**src/rtl/core/hmrf_pkg.sv**
```systemverilog
// Package for the HID message report framer: report geometry, header byte
// positions, the sequencer phase type and the structs passed between modules.
// No dependencies.
`timescale 1ns / 1ps

package hmrf_pkg;

    localparam int REPORT_BYTES = 64;
    localparam int OFFSET_W     = $clog2(REPORT_BYTES);

    // Header byte positions within a report header.
    localparam int          HDR_IDX_W      = 3;
    localparam logic [2:0]  HDR_CH0_IDX    = 3'd0;
    localparam logic [2:0]  HDR_CH1_IDX    = 3'd1;
    localparam logic [2:0]  HDR_CH2_IDX    = 3'd2;
    localparam logic [2:0]  HDR_CH3_IDX    = 3'd3;
    localparam logic [2:0]  HDR_CMD_IDX    = 3'd4;
    localparam logic [2:0]  HDR_SEQ_IDX    = 3'd4;
    localparam logic [2:0]  HDR_LEN_HI_IDX = 3'd5;
    localparam logic [2:0]  HDR_LEN_LO_IDX = 3'd6;
    localparam logic [2:0]  HDR_INIT_LAST  = HDR_LEN_LO_IDX;
    localparam logic [2:0]  HDR_CONT_LAST  = HDR_SEQ_IDX;

    typedef enum logic [2:0] {
        PH_IDLE,
        PH_NEW,
        PH_HEAD,
        PH_DATA,
        PH_PAD
    } phase_t;

    typedef struct packed {
        logic [7:0]  data_byte;
        logic        first_of_message;
        logic        last_of_message;
        logic        empty_message;
        logic [31:0] channel_id;
        logic [7:0]  command;
        logic [15:0] message_length;
    } item_t;

    typedef struct packed {
        phase_t                phase;
        logic [HDR_IDX_W-1:0]  hdr_idx;
        logic                  hdr_first;
        logic [OFFSET_W-1:0]   report_offset;
        logic                  message_started;
        logic [7:0]            sequence_count;
        logic [31:0]           held_channel;
    } frame_state_t;

    typedef struct packed {
        logic       emit;
        logic       done;
        logic [7:0] report_byte;
        logic       report_end;
        logic       message_end;
    } step_out_t;

endpackage

```
**src/rtl/core/hmrf_step.sv**
```systemverilog
// Combinational step of the framer: from the held item and the framing state
// it picks the next report byte, its end marks and the next framing state.
// Depends on hmrf_pkg.
`timescale 1ns / 1ps

module hmrf_step (
    input  hmrf_pkg::item_t        item,
    input  hmrf_pkg::frame_state_t st,
    output hmrf_pkg::step_out_t    res,
    output hmrf_pkg::frame_state_t nxt
);
    import hmrf_pkg::*;

    logic                  start_msg;
    phase_t                eff_phase;
    logic [HDR_IDX_W-1:0]  eff_idx;
    logic                  eff_first;
    logic [OFFSET_W-1:0]   cur_off;
    logic                  rend;
    logic [7:0]            hdr_byte;
    logic [31:0]           ch_src;

    always_comb
    begin
        start_msg = (st.phase == PH_NEW) && (item.empty_message || item.first_of_message);

        eff_phase = st.phase;
        eff_idx   = st.hdr_idx;
        eff_first = st.hdr_first;
        if (st.phase == PH_NEW)
        begin
            eff_idx = HDR_CH0_IDX;
            if (start_msg)
            begin
                eff_phase = PH_HEAD;
                eff_first = 1'b1;
            end
            else if (!st.message_started)
            begin
                // Data outside a message is dropped without output.
                eff_phase = PH_IDLE;
                eff_first = 1'b0;
            end
            else if (st.report_offset == '0)
            begin
                eff_phase = PH_HEAD;
                eff_first = 1'b0;
            end
            else
            begin
                eff_phase = PH_DATA;
                eff_first = 1'b0;
            end
        end

        cur_off = start_msg ? '0 : st.report_offset;
        rend    = (cur_off == OFFSET_W'(REPORT_BYTES - 1));

        // The first header always belongs to the item in hand, so its fields
        // come straight from the item rather than the held copy.
        ch_src = eff_first ? item.channel_id : st.held_channel;
        case (eff_idx)
            HDR_CH0_IDX:    hdr_byte = ch_src[7:0];
            HDR_CH1_IDX:    hdr_byte = ch_src[15:8];
            HDR_CH2_IDX:    hdr_byte = ch_src[23:16];
            HDR_CH3_IDX:    hdr_byte = ch_src[31:24];
            HDR_CMD_IDX:    hdr_byte = eff_first ? item.command : st.sequence_count;
            HDR_LEN_HI_IDX: hdr_byte = item.message_length[15:8];
            HDR_LEN_LO_IDX: hdr_byte = item.message_length[7:0];
            default:        hdr_byte = 8'h00;
        endcase

        nxt = st;
        res = '0;
        res.report_end = rend;

        if (start_msg)
        begin
            nxt.held_channel    = item.channel_id;
            nxt.sequence_count  = 8'h00;
            nxt.message_started = !item.empty_message;
        end

        case (eff_phase)
            PH_HEAD:
            begin
                res.emit        = 1'b1;
                res.report_byte = hdr_byte;
                if ((eff_first && eff_idx == HDR_INIT_LAST) ||
                    (!eff_first && eff_idx == HDR_CONT_LAST))
                begin
                    nxt.phase = item.empty_message ? PH_PAD : PH_DATA;
                end
                else
                begin
                    nxt.phase = PH_HEAD;
                end
                nxt.hdr_idx   = eff_idx + HDR_IDX_W'(1);
                nxt.hdr_first = eff_first;
                if (!eff_first && eff_idx == HDR_SEQ_IDX)
                begin
                    nxt.sequence_count = st.sequence_count + 8'd1;
                end
            end
            PH_DATA:
            begin
                res.emit        = 1'b1;
                res.report_byte = item.data_byte;
                if (item.last_of_message)
                begin
                    nxt.message_started = 1'b0;
                    nxt.sequence_count  = 8'h00;
                    res.message_end     = rend;
                    res.done            = rend;
                    nxt.phase           = PH_PAD;
                end
                else
                begin
                    res.done = 1'b1;
                end
            end
            PH_PAD:
            begin
                res.emit        = 1'b1;
                res.report_byte = 8'h00;
                res.message_end = rend;
                res.done        = rend;
                nxt.phase       = PH_PAD;
            end
            PH_IDLE:
            begin
                res.done = (st.phase == PH_NEW);
            end
            default:
            begin
                res.done = 1'b0;
            end
        endcase

        if (res.emit)
        begin
            nxt.report_offset = rend ? '0 : cur_off + OFFSET_W'(1);
        end
    end

endmodule

```
**src/rtl/core/hid_message_report_framer.sv**
```systemverilog
// Top level of the HID message report framer: item register, framing state,
// output register and handshakes. Depends on hmrf_pkg and hmrf_step.
// Each accepted item yields zero to REPORT_BYTES report bytes, one per cycle
// while the receiver does not stall; a byte outside any open message yields none.
// A steady stream of payload bytes in the middle of a report runs at one byte
// per cycle while the receiver keeps up. An item that opens a report first emits
// its header bytes (seven for the first report, five for a continuation), and a
// final byte is followed by the padding bytes of its report; the input is stalled
// meanwhile. The single byte sequencer in hmrf_step emits these bytes in order.
// The output register holds one byte, so while the receiver stalls a waiting byte
// the sequencer and the input wait with it.
`timescale 1ns / 1ps

module hid_message_report_framer (
    input  logic        clk,
    input  logic        rst_n,
    input  logic        in_valid,
    output logic        in_stall,
    input  logic [7:0]  data_byte,
    input  logic        first_of_message,
    input  logic        last_of_message,
    input  logic        empty_message,
    input  logic [31:0] channel_id,
    input  logic [7:0]  command,
    input  logic [15:0] message_length,
    output logic        out_valid,
    input  logic        out_stall,
    output logic [7:0]  report_byte,
    output logic        report_end,
    output logic        message_end
);
    import hmrf_pkg::*;

    item_t        item_reg;
    frame_state_t state_reg;
    frame_state_t state_next;
    frame_state_t step_state;
    step_out_t    step_res;
    logic         out_valid_reg;
    logic [7:0]   report_byte_reg;
    logic         report_end_reg;
    logic         message_end_reg;
    logic         out_free;
    logic         advance;
    logic         in_take;

    hmrf_step u_step (
        .item (item_reg),
        .st   (state_reg),
        .res  (step_res),
        .nxt  (step_state)
    );

    assign out_free = !out_valid_reg || !out_stall;
    assign advance  = (state_reg.phase != PH_IDLE) && (!step_res.emit || out_free);
    assign in_stall = (state_reg.phase != PH_IDLE) && !(advance && step_res.done);
    assign in_take  = in_valid && !in_stall;

    always_comb
    begin
        state_next = state_reg;
        if (advance)
        begin
            state_next = step_state;
        end
        // A finished item hands over to the next one in the same cycle.
        if (in_take)
        begin
            state_next.phase = PH_NEW;
        end
        else if (advance && step_res.done)
        begin
            state_next.phase = PH_IDLE;
        end
    end

    always_ff @(posedge clk or negedge rst_n)
    begin
        if (!rst_n)
        begin
            state_reg <= '0;
        end
        else
        begin
            state_reg <= state_next;
        end
    end

    always_ff @(posedge clk)
    begin
        if (in_take)
        begin
            item_reg.data_byte        <= data_byte;
            item_reg.first_of_message <= first_of_message;
            item_reg.last_of_message  <= last_of_message;
            item_reg.empty_message    <= empty_message;
            item_reg.channel_id       <= channel_id;
            item_reg.command          <= command;
            item_reg.message_length   <= message_length;
        end
    end

    always_ff @(posedge clk or negedge rst_n)
    begin
        if (!rst_n)
        begin
            out_valid_reg <= 1'b0;
        end
        else if (advance && step_res.emit)
        begin
            out_valid_reg <= 1'b1;
        end
        else if (!out_stall)
        begin
            out_valid_reg <= 1'b0;
        end
    end

    always_ff @(posedge clk)
    begin
        if (advance && step_res.emit)
        begin
            report_byte_reg <= step_res.report_byte;
            report_end_reg  <= step_res.report_end;
            message_end_reg <= step_res.message_end;
        end
    end

    assign out_valid   = out_valid_reg;
    assign report_byte = report_byte_reg;
    assign report_end  = report_end_reg;
    assign message_end = message_end_reg;

`ifndef SYNTH
    // The end of a message always closes a report.
    a_msg_end_closes_report: assert property (@(posedge clk) disable iff (!rst_n)
        out_valid && message_end |-> report_end)
        else $error("message_end without report_end");

    // With no message open and nothing in hand, no report is left half built.
    a_closed_when_quiet: assert property (@(posedge clk) disable iff (!rst_n)
        (state_reg.phase == PH_IDLE) && !state_reg.message_started
            |-> state_reg.report_offset == '0)
        else $error("report left open outside a message");

    // An accepted transfer is decoded in the following cycle.
    a_take_decodes: assert property (@(posedge clk) disable iff (!rst_n)
        in_take |=> state_reg.phase == PH_NEW)
        else $error("accepted item not taken into the sequencer");
`endif

endmodule

```
**config.mk**
```make
export PLATFORM = sky130hd
export DESIGN_NAME = hid_message_report_framer
export DESIGN_NICKNAME = d
export VERILOG_FILES = /design/src/rtl/core/hmrf_pkg.sv /design/src/rtl/core/hmrf_step.sv /design/src/rtl/core/hid_message_report_framer.sv
export SDC_FILE = /design/constraint.sdc
export NUM_CORES = 1
export LEC_CHECK = 0
export ABC_AREA = 1
export BUFFER_PORTS_ARGS = -buffer_cell sky130_fd_sc_hd__clkbuf_2
export CAP_MARGIN = 30
export CORE_ASPECT_RATIO = 0.5
export CORE_UTILIZATION = 60
export DETAILED_ROUTE_END_ITERATION = 7
export HOLD_SLACK_MARGIN = 0.06
export PLACE_DENSITY = 0.87
export SLEW_MARGIN = 20
export SYNTH_ARGS = -nofsm -noshare
export SYNTH_HDL_FRONTEND = slang
export SYNTH_SLANG_ARGS = --single-unit
export TNS_END_PERCENT = 5
```
**constraint.sdc**
```tcl
create_clock -name clk -period 11.3 [get_ports clk]
set_clock_uncertainty 0.05 [all_clocks]
set_input_delay 2.26 -clock clk [delete_from_list [all_inputs] [get_ports clk]]
set_output_delay 2.26 -clock clk [all_outputs]
set_load 0.01 [all_outputs]
```
# [Yosys cells after proc, flatten, opt, wreduce, memory -nomap -nowiden]
# Cells that the tools add are included.
[word_totals] elab_cells=98 reg_bits=132 out_inout_bits=12
[classes] n_reduce_logical=30 muxes=34 add_sub_neg=3 eq_ne=13
[ops] cell="case mux 8 bit (7 select lines)" n=1
[ops] cell="two-way mux 54 bit" n=1
[ops] cell="two-way mux 41 bit" n=1
[ops] cell="two-way mux 32 bit" n=1
[ops] cell="case mux 8 bit (2 select lines)" n=2
[ops] cell="two-way mux 3 bit" n=9
[ops] cell="two-way mux 6 bit" n=3
[ops] cell="two-way mux 8 bit" n=2
[ops] cell="== test 3 x 2 -> 1 bit (second input constant)" n=4
[ops] cell="== test 3 bit (second input constant)" n=4
[ops] cell="two-way mux 1 bit" n=9
[ops] cell="two-way mux 9 bit" n=1
[ops] cell="case mux 3 bit (3 select lines)" n=1
[ops] cell="adder 8 x 1 -> 8 bit (second input constant)" n=1
[ops] cell="logical AND 1 bit" n=8
[ops] cell="zero test 1 bit" n=7
[ops] cell="adder 6 x 1 -> 6 bit (second input constant)" n=1
[ops] cell="== test 3 x 1 -> 1 bit (second input constant)" n=2
[ops] cell="== test 6 bit (second input constant)" n=1
[ops] cell="zero test 3 bit" n=2
[ops] cell="zero test 6 bit" n=1
[ops] cell="AND reduction 2 bit" n=3
[ops] cell="nonzero test 3 bit" n=2
[ops] cell="nonzero test 5 bit" n=1
[ops] cell="9 further kinds" n=12

# [Longest topological paths before layout]
[logic_depth] ltp_word=18 depth_mapped=17

# [By module]
# Synthesis repeated with hierarchy kept, for this count alone.
[unflattened] hier_cells=871 hier_area_um2=7125.6
[modules_own_cells] module="hid_message_report_framer" cells_each=321 seq_area_each_um2=3688.5 n_inst=1 area_per_inst_um2=4466.8
[modules_own_cells] module="hmrf_step" cells_each=550 seq_area_each_um2=0.0 n_inst=1 area_per_inst_um2=2658.8

# [Worst setup path before layout]
# OpenSTA, ideal clock, no wires.
[synth_path] path_kind="input-to-output" startpoint="input out_stall" endpoint="output in_stall" stages=6 arrival_time_ns=2.834 slack_ns=6.156 path_cell_list="nand2_1 -> inv_1 -> a21oi_4 -> nand2_1 -> nand2_1 -> inv_1"
[synth_between] elab_chain_cells=7
[synth_rtl] element="start: declaration" line_no="hid_message_report_framer.sv:27" source="input logic out_stall,"
[synth_rtl] element="zero test 1 bit"
[synth_rtl] element="logical OR 1 bit" line_no="hid_message_report_framer.sv:54" source="assign out_free = !out_valid_reg || !out_stall;"
[synth_rtl] element="logical OR 1 bit" line_no="hid_message_report_framer.sv:55" source="assign advance = (state_reg.phase != PH_IDLE) && (!step_res.emit || out_free);"
[synth_rtl] element="logical AND 1 bit" line_no="hid_message_report_framer.sv:55"
[synth_rtl] element="logical AND 1 bit" line_no="hid_message_report_framer.sv:56" source="assign in_stall = (state_reg.phase != PH_IDLE) && !(advance && step_res.done);"
[synth_rtl] element="zero test 1 bit" line_no="hid_message_report_framer.sv:56"
[synth_rtl] element="logical AND 1 bit" line_no="hid_message_report_framer.sv:56"
[synth_rtl] element="end: declaration" line_no="hid_message_report_framer.sv:18" source="output logic in_stall,"
# Every way passes these cells.

# [Worst setup path after layout]
# Same ends and word-level chain as after synthesis.

==> out/metrics.yaml <==
outcome:
  run_status: "complete, no violations"
setup_path:
  crit-reg2reg-capture: "item_reg[64]$_DFFE_PP_"
  critical_path.slowest_cell: "sky130_fd_sc_hd__a21oi_4"
  cpPeakStageDelay_ns: 0.29
  worst_reg2reg_path_startpoint: "item_reg[56]$_DFFE_PP_"
  critical_path.endpoint_type: "primary output"
  number_of_cells_on_the_critical_path: 8
  worst-setup-path-type: "input port to primary output"
  ff2ff_path_depth: 15
  critical_path.top_delay_family: "buffers and inverters"
  worst-endpoint-required_ns: 8.99
  worst-path-buf-inv: 4
  worstPathCellList: "clkbuf_2 > nand2_1 > inv_1 > a21oi_4 > nand2_1 > nand2_1 > inv_1 > clkbuf_2"
  rrSetupSlack_ns: 7.81
  critPathMaxFanout: 10
  critical_path.most_common_cell: "sky130_fd_sc_hd__nand2_1"
  start_kind: "input port"
  critical_path_arrival_ns: 3.09
timing:
  fin_crit_sh_pct: 47.74
  worst_slew_margin_rel_pct: 40.38
  grt_setup_unrepaired: "no"
  fmax_mhz: 185.4
  worst_pin_slew_ns: 0.8944
  drv_slew: 0
  timing.hold.ws_ns: 0.4326
  final.min_clock_period_ns: 5.395
  hold_violations: 0
  timing.final.ws_setup_ns: 5.905
  setup_viol: 0
  fin_setup_tns_ns: 0
logic_synthesis:
  synth_top_area_share_pct: 38.40
  syn_nets: 653
  post_synth_main_area_contributors: "sky130_fd_sc_hd__edfxtp_1 38%, sky130_fd_sc_hd__dfrtp_1 23%, sky130_fd_sc_hd__nand2_1 6.7%"
  synth.largest_area_cell: "sky130_fd_sc_hd__edfxtp_1"
  synth_cells: 575
  synth.ff_latch_count: 132
  synthesis.area_per_instance_um2: 10.47
  synth.distinct_cells: 38
  yosysWarningCount: 0
  netlist_area_mm2: 0.006021
  synthFlopType: "sky130_fd_sc_hd__edfxtp_1"
  synth_sequential_area_ratio_pct: 61.26
  synthArstFlopShare_pct: 41.67
  synth_edf_count: 77
finish:
  mostFrequentLayoutCells: "107 x sky130_fd_sc_hd__nand2_1, 82 x sky130_fd_sc_hd__clkbuf_2, 77 x sky130_fd_sc_hd__edfxtp_1, 58 x sky130_fd_sc_hd__inv_1, 55 x sky130_fd_sc_hd__dfrtp_1"
  post_route_cells_drive_above_1_share_pct: 22.88
  antenna_cells: 0
  mostFrequentLayoutCell: "sky130_fd_sc_hd__nand2_1"
  design_area_mm2: 0.007098
  largest_register_ffs: 67
  design.final.nets: 739
  area_growth_pct: 17.89
  fillCellCount: 625
  finish.utilization_pct: 73.92
floorplan:
  io-pin-count: 83
  rows: 25
  core_area_mm2: 0.009603
  floorplan.initialDensity_pct: 62.70
  die_h_um: 72.84
  chip_width_um: 143.7
  die_area_mm2: 0.01046
route:
  viasPerCell: 5.651
  routed_wl_um: 13170
  drt_first_iter_violations: 442
  detailedRoute.firstPassIterationCount: 5
  routed_length_per_instance_um: 16.30
  route.vias.total: 4566
  remaining_drc_errors: 0
  postRouteAntennaNets: 0
clocking:
  buffers_inserted_by_post_cts_timing_repair: 0
  postCtsHoldBufs: 0
  cts_num_sinks: 132
  worst_skew_pair.late_latency_ns: 0.42
  cts_inserted_buffers: 17
  path_clk_slew_ns: 0.06
  h-tree-depth: 4
  cts.root.buffer_cell: "sky130_fd_sc_hd__clkbuf_16"
  cts_resized: 0
  cts_tree: "done"
  clock_path_buffers: 2
global_routing:
  grt_start_max_net_pins: 68
  grt-ovfl-total: 0
  grt.total_usage_pct: 27.46
  antenna_violations_before_repair: 0
  grt_pass1_vias: 4236
  grt_first_pass_wirelength_um: 20830
placement:
  post-place-ws_ns: 5.902
  place_congestion: 0.8994
  dp.final_hpwl_um: 8557
  place_area_mm2: 0.006482
  portBuffers: 82
min_path:
  min_path_cells: 2
  worst_hold_path_type: "flop to flop"
  hold_path.startpoint: "state_reg[18]$_DFFE_PN0P_"
  hold_end: "state_reg[18]$_DFFE_PN0P_"
pwr:
  power_per_cell_area_mw_per_mm2: 154.3
  power.static_leakage_nw: 3.163
  max-vdd-ir-drop_mv: 0.1086
job:
  number_of_max_capacitance_violations_reported: 0
-- metrics by stage --
| step | power, mW | std cells |
|---|---|---|
| after floorplan | 0.5202 | 575 |
| after global placement | 0.5360 | 776 |
| after detailed placement | 0.5362 | 776 |
| after CTS | 1.099 | 807 |
| after global routing | 1.118 | 808 |
| final | 1.095 | 808 |
-- worst reg2reg max path, cell delays in order, from the launching register on --
cell	delay, ns
sky130_fd_sc_hd__edfxtp_1	0.43
sky130_fd_sc_hd__nor2_2	0.16
sky130_fd_sc_hd__inv_1	0.07
sky130_fd_sc_hd__nand2_2	0.18
sky130_fd_sc_hd__inv_1	0.16
sky130_fd_sc_hd__nor2_1	0.25
sky130_fd_sc_hd__ha_1	0.26
sky130_fd_sc_hd__nand4_1	0.21
sky130_fd_sc_hd__o21bai_1	0.21
sky130_fd_sc_hd__nand2_1	0.11
sky130_fd_sc_hd__nand2_1	0.08
sky130_fd_sc_hd__nand2_1	0.05
sky130_fd_sc_hd__nand2_1	0.08
sky130_fd_sc_hd__nand2_1	0.07
sky130_fd_sc_hd__inv_2	0.05
sky130_fd_sc_hd__buf_4	0.64
-- layer usage --
metal,vias to the layer above,wire [um],GRT usage [%],part of all wire [%]
met4,0,228,11.47,1.7
met5,-,0,0,0
met2,221,6152,43.64,47
met3,28,1185,7.283,9.0
met1,2151,5602,36.40,43
li1,2166,-,-,-
-- where the power goes --
group | switching [mW] | internal, mW
Combinational | 0.00733 | 0.00861
Clock | 0.196 | 0.372
Sequential | 0 | 0.511
Total | 0.204 | 0.892
-- cell usage after synthesis, types with 2 or more instances --
cell type	n
sky130_fd_sc_hd__nand2_1	107
sky130_fd_sc_hd__edfxtp_1	77
sky130_fd_sc_hd__inv_1	59
sky130_fd_sc_hd__dfrtp_1	55
sky130_fd_sc_hd__o21ai_0	44
sky130_fd_sc_hd__nand3_1	37
sky130_fd_sc_hd__nor2_1	33
sky130_fd_sc_hd__o21ai_1	22
sky130_fd_sc_hd__a21oi_1	21
sky130_fd_sc_hd__o211ai_1	21
sky130_fd_sc_hd__o21ai_2	11
sky130_fd_sc_hd__mux2_4	8
sky130_fd_sc_hd__nand2_2	8
sky130_fd_sc_hd__nand4_1	8
sky130_fd_sc_hd__buf_6	7
sky130_fd_sc_hd__ha_1	7
sky130_fd_sc_hd__nor3_1	6
sky130_fd_sc_hd__o22ai_1	5
sky130_fd_sc_hd__buf_2	4
sky130_fd_sc_hd__buf_4	4
sky130_fd_sc_hd__clkbuf_1	4
sky130_fd_sc_hd__inv_2	4
sky130_fd_sc_hd__nor2_2	3
sky130_fd_sc_hd__o21bai_1	3
sky130_fd_sc_hd__o2111ai_1	2
sky130_fd_sc_hd__o31ai_1	2
sky130_fd_sc_hd__xor2_1	2
-- cell type report --
type / instances / area [um2] / share of cell area [%]
multi-input cells: 359 / 1942 / 27.36
inverters: 64 / 242.7 / 3.420
well taps: 135 / 168.9 / 2.380
clock buffers: 21 / 450.4 / 6.346
repair buffers: 87 / 447.9 / 6.311
clock inverters: 10 / 157.7 / 2.221
flip-flops and latches: 132 / 3689 / 51.97
-- worst max-delay path by stage --
stage                   start       end  slack, ns
detailed placement  out_stall  in_stall       5.90
floorplan           out_stall  in_stall       6.16
finish              out_stall  in_stall       5.90
global route        out_stall  in_stall       5.80
global placement    out_stall  in_stall       5.91
CTS                 out_stall  in_stall       5.90
-- kinds of logic (layout without fill, tap and decap cells) --
family | count (synthesis) | count (layout) | share of synthesized area, %
AND/OR/NAND/NOR | 204 | 204 | 14.59
AO/OA/AOI/OAI | 137 | 137 | 13.78
multiplexers | 8 | 8 | 1.995
XOR/XNOR | 3 | 3 | 0.4365
buffers and inverters | 84 | 182 | 6.484
flip-flops | 132 | 132 | 61.26
adder cells (fa/ha/maj) | 7 | 7 | 1.455
Note: power is estimated with default switching activity, not from simulation.
